## config.mk

```make
export PLATFORM = sky130hd
export DESIGN_NAME = size_class_block_allocator_top
export DESIGN_NICKNAME = d
export VERILOG_FILES = /design/src/hw/rtl/scba_pkg.sv /design/src/hw/rtl/size_class_block_allocator_top.sv
export VERILOG_INCLUDE_DIRS = /design/src /design/src/hw/rtl
export SDC_FILE = /design/constraint.sdc
export NUM_CORES = 1
export LEC_CHECK = 0
export ABC_CLOCK_PERIOD_IN_PS = 5900
export BUFFER_PORTS_ARGS = -buffer_cell sky130_fd_sc_hd__buf_2
export CAP_MARGIN = 20
export CELL_PAD_IN_SITES_DETAIL_PLACEMENT = 1
export CELL_PAD_IN_SITES_GLOBAL_PLACEMENT = 2
export CORE_ASPECT_RATIO = 0.5
export CORE_MARGIN = 4
export CORE_UTILIZATION = 44
export DETAILED_ROUTE_END_ITERATION = 12
export PLACE_DENSITY_LB_ADDON = 0.1
export SLEW_MARGIN = 20
export SYNTH_ARGS = -nofsm -noshare
export SYNTH_HDL_FRONTEND = slang
export SYNTH_SLANG_ARGS = --single-unit
```

## constraint.sdc

```tcl
create_clock -name i_clk -period 5.9 [get_ports i_clk]
set_clock_uncertainty 0.1 [all_clocks]
set_input_delay 0.885 -clock i_clk [delete_from_list [all_inputs] [get_ports i_clk]]
set_output_delay 0.885 -clock i_clk [all_outputs]
set_load 0.02 [all_outputs]
```

## src/hw/rtl/size_class_block_allocator_top_defines.svh

```systemverilog
// ============================================================================
// Size class block allocator: assertion macros
// Concurrent checks that are compiled for simulation and empty for synthesis.
// ============================================================================
`ifndef SIZE_CLASS_BLOCK_ALLOCATOR_TOP_DEFINES_SVH
`define SIZE_CLASS_BLOCK_ALLOCATOR_TOP_DEFINES_SVH
`ifndef SYNTHESIS
// same-cycle implication
`define SCBA_ASSERT_SAME(lbl, ante, cons, msg) \
    lbl: assert property (@(posedge i_clk) disable iff (!i_rst_n) (ante) |-> (cons)) \
        else $error(msg);
// next-cycle implication
`define SCBA_ASSERT_NEXT(lbl, ante, cons, msg) \
    lbl: assert property (@(posedge i_clk) disable iff (!i_rst_n) (ante) |=> (cons)) \
        else $error(msg);
`else
`define SCBA_ASSERT_SAME(lbl, ante, cons, msg)
`define SCBA_ASSERT_NEXT(lbl, ante, cons, msg)
`endif
`endif

```

## src/hw/rtl/scba_pkg.sv

```systemverilog
// ============================================================================
// Size class block allocator package
// Default sizing, operation and status codes, control state type.
// ============================================================================
package scba_pkg;

    localparam int NUM_CLASSES_DEF      = 8;
    localparam int CLASS_SHIFT_DEF      = 6;
    localparam int BLOCKS_PER_CLASS_DEF = 16;

    localparam int SIZE_W  = 20;
    localparam int FCLS_W  = 3;
    localparam int FIDX_W  = 4;

    typedef enum logic {
        FUNC_ALLOC = 1'b0,
        FUNC_FREE  = 1'b1
    } t_func;

    typedef enum logic [1:0] {
        STAT_OK        = 2'd0,
        STAT_OVERSIZE  = 2'd1,
        STAT_EXHAUSTED = 2'd2
    } t_status;

    typedef enum logic {
        ST_IDLE = 1'b0,
        ST_EXEC = 1'b1
    } t_state;

endpackage

```

## src/hw/rtl/size_class_block_allocator_top.sv

```systemverilog
// ============================================================================
// Size class block allocator
// Segregated free-list allocator: per-class LIFO of freed blocks kept as a
// linked list in a link memory, backed by a fresh-block counter per class.
// ============================================================================
//
//  channel | direction | handshake                 | payload
//  --------+-----------+---------------------------+-------------------------
//  request | in        | i_in_valid / o_in_ready   | func, req_size, free_*
//  result  | out       | o_out_valid / i_out_ready | status, block_*, size
//
//  A transaction has an accept cycle, which reads the link memory at the
//  class's stack top, and an execute cycle, which pops, pushes or takes a
//  fresh block and loads the result register. A new request is taken only
//  in the idle state, so not while a transaction is in its execute state.
//  Reset (synchronous, active low) empties every stack and fresh counter.
//  A stalled result holds the execute cycle; no request is taken meanwhile.
// ============================================================================
`include "size_class_block_allocator_top_defines.svh"

module size_class_block_allocator_top
    import scba_pkg::*;
#(
    parameter int NUM_CLASSES      = NUM_CLASSES_DEF,
    parameter int CLASS_SHIFT      = CLASS_SHIFT_DEF,
    parameter int BLOCKS_PER_CLASS = BLOCKS_PER_CLASS_DEF
) (
    input  logic              i_clk,
    input  logic              i_rst_n,
    // request channel
    input  logic              i_in_valid,
    output logic              o_in_ready,
    input  logic              i_func,
    input  logic [SIZE_W-1:0] i_req_size,
    input  logic [FCLS_W-1:0] i_free_class,
    input  logic [FIDX_W-1:0] i_free_index,
    // result channel
    output logic              o_out_valid,
    input  logic              i_out_ready,
    output logic [1:0]        o_status,
    output logic [2:0]        o_block_class,
    output logic [3:0]        o_block_index,
    output logic [SIZE_W-1:0] o_granted_size
);

    // class and index widths follow the pool geometry
    localparam int CLS_W      = (NUM_CLASSES > 1) ? $clog2(NUM_CLASSES) : 1;
    localparam int IDX_W      = $clog2(BLOCKS_PER_CLASS);
    localparam int CNT_W      = IDX_W + 1;
    localparam int LINK_W     = IDX_W + 1;           // {valid, index below}
    localparam int ADDR_W     = CLS_W + IDX_W;
    localparam int LINK_DEPTH = 2 ** ADDR_W;
    localparam int CMP_W      = 11;                  // holds BLOCKS_PER_CLASS and NUM_CLASSES

    // ------------------------------------------------------------------
    // State
    // ------------------------------------------------------------------
    t_state             r_state, n_state;

    logic [IDX_W-1:0]   r_top   [NUM_CLASSES];
    logic               r_ne    [NUM_CLASSES];
    logic [CNT_W-1:0]   r_fresh [NUM_CLASSES];

    // link memory: entry for a block holds the block below it on the stack
    logic [LINK_W-1:0]  r_link_mem [LINK_DEPTH];
    logic [LINK_W-1:0]  r_link;

    // request captured at accept
    t_func              r_func;
    logic [SIZE_W-1:0]  r_size;
    logic               r_over;
    logic [CLS_W-1:0]   r_cls;
    logic               r_free_ok;
    logic [CLS_W-1:0]   r_fcls_c;
    logic [IDX_W-1:0]   r_fidx_c;
    logic [FCLS_W-1:0]  r_fcls;
    logic [FIDX_W-1:0]  r_fidx;

    // result register
    logic               r_out_valid;
    t_status            r_status;
    logic [2:0]         r_block_class;
    logic [3:0]         r_block_index;
    logic [SIZE_W-1:0]  r_granted_size;

    // ------------------------------------------------------------------
    // Accept side: class decode and link memory address
    // ------------------------------------------------------------------
    logic               w_accept;
    logic [SIZE_W-1:0]  w_size_m1;
    logic [SIZE_W-1:0]  w_cls_full;
    logic               w_in_over;
    logic [CLS_W-1:0]   w_in_cls;
    logic               w_in_free_ok;
    logic [ADDR_W-1:0]  w_rd_addr;

    assign w_accept   = i_in_valid && o_in_ready;
    assign w_size_m1  = i_req_size - SIZE_W'(1);
    // a size of zero maps to class 0
    assign w_cls_full = (i_req_size == '0) ? '0 : (w_size_m1 >> CLASS_SHIFT);
    assign w_in_over  = (w_cls_full >= SIZE_W'(NUM_CLASSES));
    assign w_in_cls   = w_in_over ? '0 : w_cls_full[CLS_W-1:0];
    assign w_in_free_ok = (CMP_W'(i_free_class) < CMP_W'(NUM_CLASSES)) &&
                          (CMP_W'(i_free_index) < CMP_W'(BLOCKS_PER_CLASS));
    assign w_rd_addr  = {w_in_cls, r_top[w_in_cls]};

    // ------------------------------------------------------------------
    // Execute side
    // ------------------------------------------------------------------
    logic               w_exec_fire;
    logic [IDX_W-1:0]   w_top;
    logic               w_ne;
    logic [CNT_W-1:0]   w_fresh;
    logic [SIZE_W-1:0]  w_gsize;
    logic               w_do_push;
    logic               w_do_pop;
    logic               w_do_fresh;
    t_status            w_res_status;
    logic [2:0]         w_res_class;
    logic [3:0]         w_res_index;
    logic [SIZE_W-1:0]  w_res_size;

    assign w_exec_fire = (r_state == ST_EXEC) && (!r_out_valid || i_out_ready);
    assign w_top       = r_top[r_cls];
    assign w_ne        = r_ne[r_cls];
    assign w_fresh     = r_fresh[r_cls];
    assign w_gsize     = (SIZE_W'(r_cls) + SIZE_W'(1)) << CLASS_SHIFT;

    always_comb begin
        w_do_push    = 1'b0;
        w_do_pop     = 1'b0;
        w_do_fresh   = 1'b0;
        w_res_status = STAT_OK;
        w_res_class  = '0;
        w_res_index  = '0;
        w_res_size   = '0;
        priority if (r_func == FUNC_FREE) begin
            // out-of-range frees are echoed but change nothing
            w_do_push   = r_free_ok;
            w_res_class = r_fcls;
            w_res_index = r_fidx;
        end else if (r_over) begin
            w_res_status = STAT_OVERSIZE;
            w_res_size   = r_size;
        end else if (w_ne) begin
            // most recently freed block first
            w_do_pop    = 1'b1;
            w_res_class = 3'(r_cls);
            w_res_index = 4'(w_top);
            w_res_size  = w_gsize;
        end else if (w_fresh < CNT_W'(BLOCKS_PER_CLASS)) begin
            w_do_fresh  = 1'b1;
            w_res_class = 3'(r_cls);
            w_res_index = 4'(w_fresh);
            w_res_size  = w_gsize;
        end else begin
            w_res_status = STAT_EXHAUSTED;
            w_res_class  = 3'(r_cls);
        end
    end

    // ------------------------------------------------------------------
    // Control FSM
    // ------------------------------------------------------------------
    always_ff @(posedge i_clk) begin
        if (!i_rst_n) begin
            r_state <= ST_IDLE;
        end else begin
            r_state <= n_state;
        end
    end

    always_comb begin
        n_state    = r_state;
        o_in_ready = 1'b0;
        unique case (r_state)
            ST_IDLE: begin
                o_in_ready = 1'b1;
                if (i_in_valid) begin
                    n_state = ST_EXEC;
                end
            end
            ST_EXEC: begin
                if (w_exec_fire) begin
                    n_state = ST_IDLE;
                end
            end
            default: n_state = ST_IDLE;
        endcase
    end

    // ------------------------------------------------------------------
    // Request capture and link memory
    // ------------------------------------------------------------------
    always_ff @(posedge i_clk) begin
        if (w_accept) begin
            r_func    <= t_func'(i_func);
            r_size    <= i_req_size;
            r_over    <= w_in_over;
            r_cls     <= w_in_cls;
            r_free_ok <= w_in_free_ok;
            r_fcls_c  <= CLS_W'(i_free_class);
            r_fidx_c  <= IDX_W'(i_free_index);
            r_fcls    <= i_free_class;
            r_fidx    <= i_free_index;
        end
    end

    always_ff @(posedge i_clk) begin
        if (w_accept) begin
            r_link <= r_link_mem[w_rd_addr];
        end
    end

    // push: new block links to the previous top
    always_ff @(posedge i_clk) begin
        if (w_exec_fire && w_do_push) begin
            r_link_mem[{r_fcls_c, r_fidx_c}] <= {r_ne[r_fcls_c], r_top[r_fcls_c]};
        end
    end

    // ------------------------------------------------------------------
    // Per-class stack tops and fresh counters
    // ------------------------------------------------------------------
    always_ff @(posedge i_clk) begin
        if (!i_rst_n) begin
            for (int c = 0; c < NUM_CLASSES; c++) begin
                r_top[c]   <= '0;
                r_ne[c]    <= 1'b0;
                r_fresh[c] <= '0;
            end
        end else if (w_exec_fire) begin
            if (w_do_push) begin
                r_top[r_fcls_c] <= r_fidx_c;
                r_ne[r_fcls_c]  <= 1'b1;
            end
            if (w_do_pop) begin
                r_top[r_cls] <= r_link[IDX_W-1:0];
                r_ne[r_cls]  <= r_link[LINK_W-1];
            end
            if (w_do_fresh) begin
                r_fresh[r_cls] <= w_fresh + CNT_W'(1);
            end
        end
    end

    // ------------------------------------------------------------------
    // Result register
    // ------------------------------------------------------------------
    always_ff @(posedge i_clk) begin
        if (!i_rst_n) begin
            r_out_valid <= 1'b0;
        end else if (w_exec_fire) begin
            r_out_valid <= 1'b1;
        end else if (i_out_ready) begin
            r_out_valid <= 1'b0;
        end
    end

    always_ff @(posedge i_clk) begin
        if (w_exec_fire) begin
            r_status       <= w_res_status;
            r_block_class  <= w_res_class;
            r_block_index  <= w_res_index;
            r_granted_size <= w_res_size;
        end
    end

    assign o_out_valid    = r_out_valid;
    assign o_status       = r_status;
    assign o_block_class  = r_block_class;
    assign o_block_index  = r_block_index;
    assign o_granted_size = r_granted_size;

    // ------------------------------------------------------------------
    // Assertions
    // ------------------------------------------------------------------
    logic               w_exhausted;
    logic               w_pool_dry;

    assign w_exhausted = w_exec_fire && (w_res_status == STAT_EXHAUSTED);
    assign w_pool_dry  = !w_ne && (w_fresh == CNT_W'(BLOCKS_PER_CLASS));

    `SCBA_ASSERT_NEXT(a_accept_exec, w_accept, r_state == ST_EXEC, "accept did not start execute")
    `SCBA_ASSERT_NEXT(a_exec_result, w_exec_fire, o_out_valid && r_state == ST_IDLE, "result lost")
    `SCBA_ASSERT_SAME(a_exhaust_full, w_exhausted, w_pool_dry, "exhausted with blocks left")

endmodule
```

==> key figures, run 1 <==
Status
  • Status: finished clean

Min path
  • Hold EP: r_fidx[3]
  • Hold crit path type: input pin to register
  • Hold Path Depth: 1
  • HP Start: i_free_index[3]

Placed design
  • PortBufs: 62
  • Placer congestion estimate: 0.821
  • Post-detail-place hpwl: 63500 um

STA
  • RSZ-0062 raised after global routing: no
  • Final hold slack: 325 ps
  • Slew HR: 0.271
  • Final setup vio count: 0
  • Fmax: 189 MHz
  • Period utilization: 0.899
  • Fin crit period: between 5000 and 6000 ps
  • Final hold viol count: 0
  • Least-Margin Pin Slew: 1090 ps
  • Fin. max-slew vios: 0

Setup path
  • CP Launch Type: input pin
  • Reg-to-reg setup timing slack: 1630 ps
  • Worst setup EP type: register
  • Arrival @ worst endpoint: 5700 ps
  • RR Endpoint: r_fresh[0][3]
  • Crit path max fanout: 28
  • Critical Path RT: 6290 ps
  • Worst Path Class, Setup: input pin to register
  • Reg2Reg Depth: 6

Detailed routing
  • Drt first pass iters: 6
  • Post-route DRC: 0
  • WL final: 97500 um
  • Via-to-Cell Ratio: a little under 6
  • ANT nets after route: 0
  • Wire length per cell: 28.1 um
  • Routed vias: between 20000 and 25000
  • First-iteration detailed-routing DRC count: about 2200

Global routing
  • Vias in the first global route: 20700
  • Total global routing overflow: 0
  • Largest net degree at the start of global routing: a little under 90
  • GRT Overall Usage: 0.244
  • Initial antenna violation count: 6
  • First-pass GRT wire length: 142000 um

Pwr
  • Tot Pwr: 12.0 mW
  • P_int: between 9 and 10 mW
  • Sw power: between 2 and 3 mW
  • Static leakage: 13.0 nW
  • Clk pwr share: 0.401
  • Power per cell area: 322 nW/um2
  • Switch share: 0.226
  • Sequential share of power: 0.537
  • Peak supply drop: 223 uV
  • Comb pwr share: 0.062

CTS
  • Clock sink total: 794
  • CTS tree: done
  • Root buf cell: clkbuf_16
  • Hold buffers post-CTS: 0
  • CTS Buffer Depth: 3
  • Postcts setup bufs: 0
  • Post-CTS sizing: 0
  • Clk Latency, worst-skew pair: 650 ps
  • Clock transition at path regs: 60 ps
  • H-tree depth: 3
  • CTS Buf Count: 73

Synthesis
  • Async SR Flop Fraction: 0
  • Unique cell type count in the Yosys netlist: 79
  • Yosys Warn Count: 0
  • Yosys top cell by area: edfxtp_1
  • Synth Flop Type: edfxtp_1
  • Mapped cell area: 33100 um2
  • Cells after Synth: 2306
  • Mean post-synth cell area: 14.3 um2
  • Post-synthesis sequential area ratio: 0.716
  • Top cells by instance count after synthesis: 778 x edfxtp_1, 427 x nand2_1, 235 x nor2_1
  • Post-Syn Nets: 2340
  • Yosys reg bits: between 700 and 800
  • Most frequent cell after synthesis: edfxtp_1
  • Area contributors post-synth: edfxtp_1 71%, mux2i_1 5.4%, nand2_1 4.8%
  • Top cell type's share of synthesized area: 0.706
  • Number of flops mapped to enable cells by yosys: 778

Final layout
  • Area grow syn2layout: 12.3%
  • Post-layout nets: 2439
  • Layout cell share with drive strength beyond 1: 0.135

Job
  • Max Cap Viol: 0

Die
  • Number of primary I/O pins: 63
  • Die Width: 396 um
  • Core box area: approximately 74000 um2
  • Initial core utilization: 0.449
  • Row count: 70
  • Die Ht: between 200 and 250 um
  • Die area: ~80000 um2
-- routing by layer --
| metal | up-vias | wire length (um) | part of all wire | global-route usage |
|---|---|---|---|---|
| li1 | 8997 | - | - | - |
| met1 | 10500 | 43600 | 0.45 | 0.351 |
| met2 | 719 | 43100 | 0.44 | 0.367 |
| met3 | 144 | 8330 | 0.085 | 0.0638 |
| met4 | 6 | 2260 | 0.023 | 0.0668 |
| met5 | - | 119 | 0.0012 | 0.0101 |
-- cell families after synthesis --
logic type | after synthesis | share of synthesized area
and+or+nand+nor | 890 | 0.120
DFF | 794 | 0.716
AOI/OAI and AO/OA | 267 | 0.0618
muxes | 219 | 0.0780
buffers and inverters | 128 | 0.0223
xor gates and xnor gates | 6 | 0.00159
adders and majority gates | 2 | 0.000756
-- final cells by class --
| type | instances | area, um2 |
|---|---|---|
| Clock buffer | 87 | 1940 |
| Antenna cell | 2 | 5.00 |
| Inverter | 10 | 37.5 |
| Fill cell | 7259 | 36600 |
| Clock inverter | 41 | 397 |
| Multi-Input combinational cell | 1384 | 8750 |
| Sequential cell | 794 | 23700 |
| Timing Repair Buffer | 142 | 1090 |
| Tap cell | 1008 | 1260 |
-- how the worst max path moves through the flow --
stage / start / to / cells after the start
2_1_floorplan: i_req_size[4] / r_link[2] / 14
3_3_place_gp: i_req_size[4] / r_link[3] / 13
3_5_place_dp: i_req_size[4] / r_link[3] / 13
4_1_cts: i_req_size[4] / r_link[3] / 13
5_1_grt: i_req_size[4] / r_link[3] / 13
6_report: i_req_size[4] / r_link[3] / 13
-- state kept, by name (all words and copies together) (netlist names), 2 cells and up, named ones only --
signal / cells
r_link_mem: 640
r_size: 20
r_cls: 3
r_ne: 8
r_fcls: 3
o_block_index: 4
r_fresh: 40
o_granted_size: 20
r_fidx: 4
r_link: 5
o_block_class: 3
o_status: 2
r_top: 32
-- stage by stage --
step / setup TNS (ps) / instances / cell area, um2 / setup slack [ps] / utilization
after floorplan: 0 / 2306 / 33100 / 1350 / -
after global placement: -1.72 / 3338 / 34800 / -1.72 / 0.472
after detailed placement: -74.2 / 3338 / 34800 / -74.2 / 0.472
after CTS: 0 / 3466 / 37100 / 605 / 0.503
after global routing: 0 / 3466 / 37200 / 258 / 0.504
final: 0 / 3468 / 37200 / 595 / 0.504
-- critical path: stages --
cell and delay, ps:
buf_2 110, or4_1 710, nor2_2 240, nand4_1 240, a221o_2 500, nor4_4 400, o31a_2 400, buf_4 400
nand2_1 90, and3_1 190, a211oi_1 780, o311ai_0 500, nand3_1 220
-- power by group through the flow --
stage | Combinational (mW) | Sequential, mW | Clock (mW)
floorplan | 0.418 | 6.53 | 0
global placement | 0.733 | 6.55 | 0
detailed placement | 0.747 | 6.55 | 0
CTS | 0.750 | 6.43 | 4.88
global route | 0.808 | 6.43 | 5.14
finish | 0.743 | 6.43 | 4.80
-- cells in the final DEF, fill, tap and decap left out, types with 10 or more instances in the layout --
| cell type | n |
|---|---|
| edfxtp_1 | 778 |
| nand2_1 | 422 |
| nor2_1 | 235 |
| mux2i_1 | 178 |
| nand3_1 | 88 |
| clkbuf_16 | 76 |
| buf_4 | 66 |
| buf_2 | 62 |
| a32oi_1 | 61 |
| o21ai_0 | 34 |
| mux4_2 | 30 |
| a31oi_1 | 28 |
| and3_1 | 28 |
| clkinv_1 | 21 |
| and2_1 | 19 |
| a21oi_1 | 18 |
| a222oi_1 | 18 |
| dfxtp_1 | 16 |
| o22ai_1 | 14 |
| a31o_2 | 14 |
| buf_12 | 14 |
| a311oi_1 | 12 |
| clkbuf_1 | 11 |
| inv_1 | 10 |
| nor4_1 | 10 |
| a211oi_1 | 10 |
| o211ai_1 | 10 |
| a22oi_1 | 10 |
| and4b_1 | 10 |
Power figures use the tool's default switching activity.
==> run 2, diff against run 1 <==
ABC_CLOCK_PERIOD_IN_PS = 6900   (was 5900)
PLACE_DENSITY_LB_ADDON = 0.15   (was 0.1)
clock period = 6.9 ns   (was 5.9 ns; I/O delays follow)
==> run 2 against run 1 <==
Against the previous run:
- via count increased by 0.29%
- largest cell class unchanged
- cell area decreased by 0.65%
- largest power group unchanged
- power decreased by 14%
- sequential cell count unchanged
==> key figures, run 2 (synthesized netlist as in run 1, its figures left out) <==
Detailed routing
  • Drt first pass iters: 5 (-1)
  • ANT nets after route: 0 (unchanged)
  • Wire length per cell: 28.2 um (+0.20%)
  • Post-route DRC: 0 (unchanged)
  • Via-to-Cell Ratio: 5.92 (+0.75%)
  • WL final: 97200 um (-0.27%)
  • First-iteration detailed-routing DRC count: 2112 (-3.7%)
  • Routed vias: 20400 (+0.29%)

Setup path
  • Worst setup EP type: register
  • CP peak stage delay: 950 ps (+170 ps)
  • Critical path's slowest cell: o31a_2
  • Crit path cell chain: buf_2 > or4_1 > nor2_2 > nand4_1 > a221o_2 > nor4_4 > o31a_2 > buf_4 > mux2_1 > a222oi_1 > nor4b_1 > a21oi_1 > nand3_1
  • Crit path max fanout: 25 (-11%)
  • Worst Path Class, Setup: input pin to register
  • Arrival @ worst endpoint: 6330 ps (+630 ps)
  • CP Launch Type: input pin
  • Critical Path RT: 7300 ps (+1010 ps)

Global routing
  • Vias in the first global route: 20800 (+0.41%)
  • Initial antenna violation count: 4 (-2)
  • GRT Overall Usage: 0.242 (-0.00173)
  • Largest net degree at the start of global routing: 91 (+4.6%)
  • First-pass GRT wire length: 142000 um (about the same)
  • Total global routing overflow: 0 (unchanged)

Final layout
  • Post-layout nets: 2419 (-0.82%)
  • Commonest non-fill, non-tap cell in the layout: edfxtp_1
  • Most frequent cells in the layout: 778 x edfxtp_1, 423 x nand2_1, 235 x nor2_1
  • Max reg flops: 640 (unchanged)
  • Area grow syn2layout: 11.6%
  • Top reg by flops: r_link_mem
  • Top Registers: r_link_mem (640), r_fresh (40), r_top (32)
  • Layout cell share with drive strength beyond 1: 0.129 (-0.00654)

Placed design
  • Place WS: 371 ps (+446 ps)
  • PortBufs: 62 (unchanged)
  • Placer congestion estimate: 0.878 (+6.9%)
  • Post-detail-place hpwl: 62500 um (-1.5%)

Die
  • Die Ht: 202 um (unchanged)
  • Core box area: 73700 um2 (unchanged)
  • Row count: 70 (unchanged)
  • Die area: 79900 um2 (unchanged)
  • Number of primary I/O pins: 63 (unchanged)
  • Initial core utilization: 0.449 (unchanged)
  • Die Width: 396 um (unchanged)

STA
  • Worst setup margin: 968 ps (+373 ps)
  • Fin crit period: 5930 ps
  • Setup TNS: 0 ps (unchanged)
  • RSZ-0062 raised after global routing: no
  • Fmax: 169 MHz
  • Slew HR: 0.225 (-0.0463)
  • Least-Margin Pin Slew: 1160 ps (+70.7 ps)
  • Final setup vio count: 0 (unchanged)
  • Period utilization: 0.860
  • Fin. max-slew vios: 0 (unchanged)
  • Final hold viol count: 0 (unchanged)

CTS
  • Clk Latency, worst-skew pair: 660 ps (about the same)
  • H-tree depth: 3 (unchanged)
  • Clock sink total: 794 (unchanged)
  • Clock transition at path regs: 70 ps (about the same)
  • Postcts setup bufs: 0 (unchanged)
  • Hold buffers post-CTS: 0 (unchanged)
  • Root buf cell: clkbuf_16
  • CTS tree: done
  • CTS Buf Count: 73 (unchanged)
  • Post-CTS sizing: 0 (unchanged)
  • CTS Buffer Depth: 3 (unchanged)

Pwr
  • Static leakage: 12.9 nW (-0.94%)
  • Peak supply drop: 183 uV (-18%)
  • Power per cell area: 278 nW/um2 (-14%)

Status
  • Status: finished clean

Job
  • Max Cap Viol: 0 (unchanged)

Min path
  • Hold crit path type: register to register
==> run 2: cell types whose count changed in the layout (fill, tap and decap cells not counted), sizes merged <==
cell,before,now
bufinv,8,7
clkinvlp,1,4
inv,11,12
diode,2,1
clkinv,31,23
clkbuf,87,97
buf,142,122
==> run 2: metrics by stage <==
stage	utilization	instances	cell area (um2)	hold WS, ps	power [mW]
floorplan	-	2306	33100	356	5.94
global placement	0.468	3317	34500	372	6.22
detailed placement	0.468	3317	34500	386	6.23
CTS	0.501	3450	36900	395	10.4
global route	0.501	3451	36900	419	10.6
finish	0.501	3452	36900	391	10.3
==> run 2: final cells by class <==
type | count | area, um2
fillers | 7241 | 36800
flip-flops and latches | 794 | 23700
multi-input cells | 1384 | 8720
clock buffers | 97 | 2010
well taps | 1008 | 1260
repair buffers | 122 | 852
clock inverters | 36 | 353
inverters | 10 | 37.5
diodes | 1 | 2.50
==> run 2: worst max-delay path: cells and delay by family <==
family                 cells  cell delay (ps)
buffers and inverters      2              540
and+or+nand+nor            6             2520
muxes                      1              370
AOI/OAI and AO/OA          4             1840
==> run 2: power by group <==
part           switching [mW]  internal (mW)  leakage (nW)
clock                    1.83           2.32          1.14
sequential             0.0460           5.45          7.62
combinational           0.469          0.157          4.11
==> run 2: worst paths after layout <==
path | cells past startpoint | end | slack, ps | startpoint
setup / recovery | 13 | r_link[3] | 970 | i_req_size[4]
hold / removal | 2 | r_ne[0] | 390 | r_ne[0]
setup reg to reg | 7 | r_fresh[0][3] | 2290 | register
hold reg to reg | 2 | r_ne[0] | 390 | r_ne[0]
==> run 2: layer usage <==
layer	global-route usage	vias up	part of all wire
li1	-	8963	-
met1	0.348	10600	0.45
met2	0.359	717	0.44
met3	0.0751	161	0.084
met4	0.0607	6	0.025
met5	0	-	0.00042
==> run 3, diff against run 2 <==
CELL_PAD_IN_SITES_DETAIL_PLACEMENT = unset   (was 1)
CELL_PAD_IN_SITES_GLOBAL_PLACEMENT = unset   (was 2)
==> run 3 against run 2 <==
Against the previous run:
- cell count decreased by 0.26%
- non-clock buffer count decreased by 3
- sequential share of layout area increased by 0.19 points
- register-to-register slack improved by 80 ps
- critical endpoint is now r_link[4]
- largest power group unchanged
==> key figures, run 3 (synthesized netlist as in run 1, its figures left out) <==
Setup path
  • Crit path buf inv count: 2 (unchanged)
  • Worst Path Class, Setup: input pin to register
  • Crit path cell chain: buf_2 > or4_1 > nor2_2 > nand4_1 > a221o_2 > nor4_4 > o31a_2 > buf_12 > mux2i_1 > a222oi_1 > o21ai_1 > nor2_1 > nor4_1 > o211ai_1
  • Critical Path RT: 7270 ps (-30 ps)
  • CP delay by family, top: simple AND/OR/NAND/NOR gates
  • CP Launch Type: input pin
  • Critical path's slowest cell: or4_1
  • Arrival @ worst endpoint: 5860 ps (-470 ps)
  • Worst setup EP type: register
  • CP peak stage delay: 710 ps (-240 ps)
  • Crit path max fanout: 53 (+110%)

STA
  • Slew HR: 0.276 (+0.0513)
  • RSZ-0062 raised after global routing: no
  • Setup TNS: 0 ps (unchanged)
  • Fin. max-slew vios: 0 (unchanged)
  • Fin crit period: 5480 ps (-450 ps)
  • Worst setup margin: 1420 ps (+450 ps)
  • Period utilization: 0.795 (-0.0652)
  • Least-Margin Pin Slew: 1080 ps (-86.8 ps)
  • Final hold viol count: 0 (unchanged)
  • Final setup vio count: 0 (unchanged)
  • Fmax: 182 MHz (+8.2%)

CTS
  • Postcts setup bufs: 0 (unchanged)
  • CTS tree: done
  • Post-CTS sizing: 0 (unchanged)
  • H-tree depth: 3 (unchanged)
  • Root buf cell: clkbuf_16
  • Clock transition at path regs: 60 ps (about the same)
  • Hold buffers post-CTS: 0 (unchanged)
  • CTS Buf Count: 72 (-1.4%)
  • Clk Latency, worst-skew pair: 630 ps (-30 ps)
  • CTS Buffer Depth: 3 (unchanged)
  • Clock sink total: 794 (unchanged)

Min path
  • Hold crit path type: register to register

Global routing
  • GR peak layer: met2
  • Initial antenna violation count: 1 (-3)
  • Total global routing overflow: 0 (unchanged)
  • Met3 Use GR: 0.0386 (-0.0365)
  • Met2 Track Usage GR: 0.342 (-0.0169)
  • GRT Overall Usage: 0.225 (-0.0173)
  • Largest net degree at the start of global routing: 78 (-14%)
  • First-pass GRT wire length: 133000 um (-6.5%)
  • GR Util met1: 0.336 (-0.0127)
  • Vias in the first global route: 19400 (-6.4%)

Detailed routing
  • Drt first pass iters: 6 (+1)
  • Routed vias: 20200 (-0.95%)
  • Wire length per cell: 26.4 um (-6.2%)
  • Via-to-Cell Ratio: 5.88 (-0.69%)
  • First-iteration detailed-routing DRC count: 2411 (+14%)
  • WL final: 90900 um (-6.5%)
  • Post-route DRC: 0 (unchanged)
  • ANT nets after route: 0 (unchanged)

Final layout
  • Layout cell share with drive strength beyond 1: 0.127 (-0.00163)
  • Max reg flops: 640 (unchanged)
  • # fillers: 6312 (-13%)
  • Layout Cells excl Fill: 3443 (-0.26%)
  • Number of antenna diodes: 0 (-1)
  • Register area: 23700 um2 (unchanged)
  • Top reg by flops: r_link_mem
  • Multi-input gate area: 8710 um2 (-0.17%)
  • Most frequent cells in the layout: 778 x edfxtp_1, 424 x nand2_1, 235 x nor2_1
  • Top Registers: r_link_mem (640), r_fresh (40), r_top (32)
  • Post-Route Utilization: 0.499 (-0.00149)
  • Design area: 36800 um2 (-0.30%)
  • Post-layout nets: 2415 (-0.17%)
  • Commonest non-fill, non-tap cell in the layout: edfxtp_1
  • Area grow syn2layout: 11.3%

Pwr
  • Power per cell area: 275 nW/um2 (-1.0%)
  • Peak supply drop: 120 uV (-35%)
  • Static leakage: 12.8 nW (-0.43%)

Placed design
  • PortBufs: 62 (unchanged)
  • Placed cell areas: 34500 um2 (about the same)
  • Post-detail-place hpwl: 58500 um (-6.4%)
  • Placer congestion estimate: 0.911 (+3.8%)
  • Placed Cells incl. Taps: 3315 (-0.060%)
  • Place WS: 871 ps (+499 ps)

Job
  • Max Cap Viol: 0 (unchanged)

Die
  • Initial core utilization: 0.449 (unchanged)
  • Number of primary I/O pins: 63 (unchanged)
  • Die area: 79900 um2 (unchanged)
  • Row count: 70 (unchanged)
  • Core box area: 73700 um2 (unchanged)
  • Die Ht: 202 um (unchanged)
  • Die Width: 396 um (unchanged)

Status
  • Status: finished clean
==> run 3: cell count changes in the layout (fill, tap and decap cells not counted), sizes merged <==
cell      delta
buf          -3
clkbuf       -3
clkinv       -1
clkinvlp     -1
diode        -1
==> run 3: layer usage <==
layer | vias up | wire, um
met1 | 10200 | 40200
met2 | 906 | 40800
met4 | 0 | 2160
met5 | - | 0
li1 | 8947 | -
met3 | 148 | 7790
==> run 3: where the power goes <==
part	internal (mW)	total, mW	switching [mW]
Clock	2.25	4.03	1.78
Sequential	5.45	5.50	0.0475
Combinational	0.155	0.612	0.458
Total	7.86	10.1	2.28
==> run 3: worst register-to-register path, delay by kind of cell, from the launching register on <==
kind | cells | cell delay (ps)
buffers and inverters | 1 | 400
DFF | 1 | 640
muxes | 2 | 1150
and+or+nand+nor | 4 | 1950
==> run 3: layout make-up <==
cell class / count / share of cell area
Clock inverter: 34 / 0.00982
Clock buffer: 94 / 0.0526
Timing Repair Buffer: 119 / 0.0224
Sequential cell: 794 / 0.643
Tap cell: 1008 / 0.0343
Multi-Input combinational cell: 1384 / 0.237
Inverter: 10 / 0.00102
==> run 3: metrics by stage <==
step | total power, mW | hold slack, ps
2_1_floorplan | 5.94 | 356
3_3_place_gp | 6.21 | 375
3_5_place_dp | 6.22 | 389
4_1_cts | 10.2 | 400
5_1_grt | 10.4 | 415
6_report | 10.1 | 397
==> run 3: worst paths after layout <==
path	start	end	slack [ps]	cells after the start
worst max register to register	register	r_fresh[4][2]	2370	7
worst min register to register	r_ne[0]	r_ne[0]	400	2
worst min-delay path	r_ne[0]	r_ne[0]	400	2
worst max-delay path	i_req_size[4]	r_link[4]	1420	14
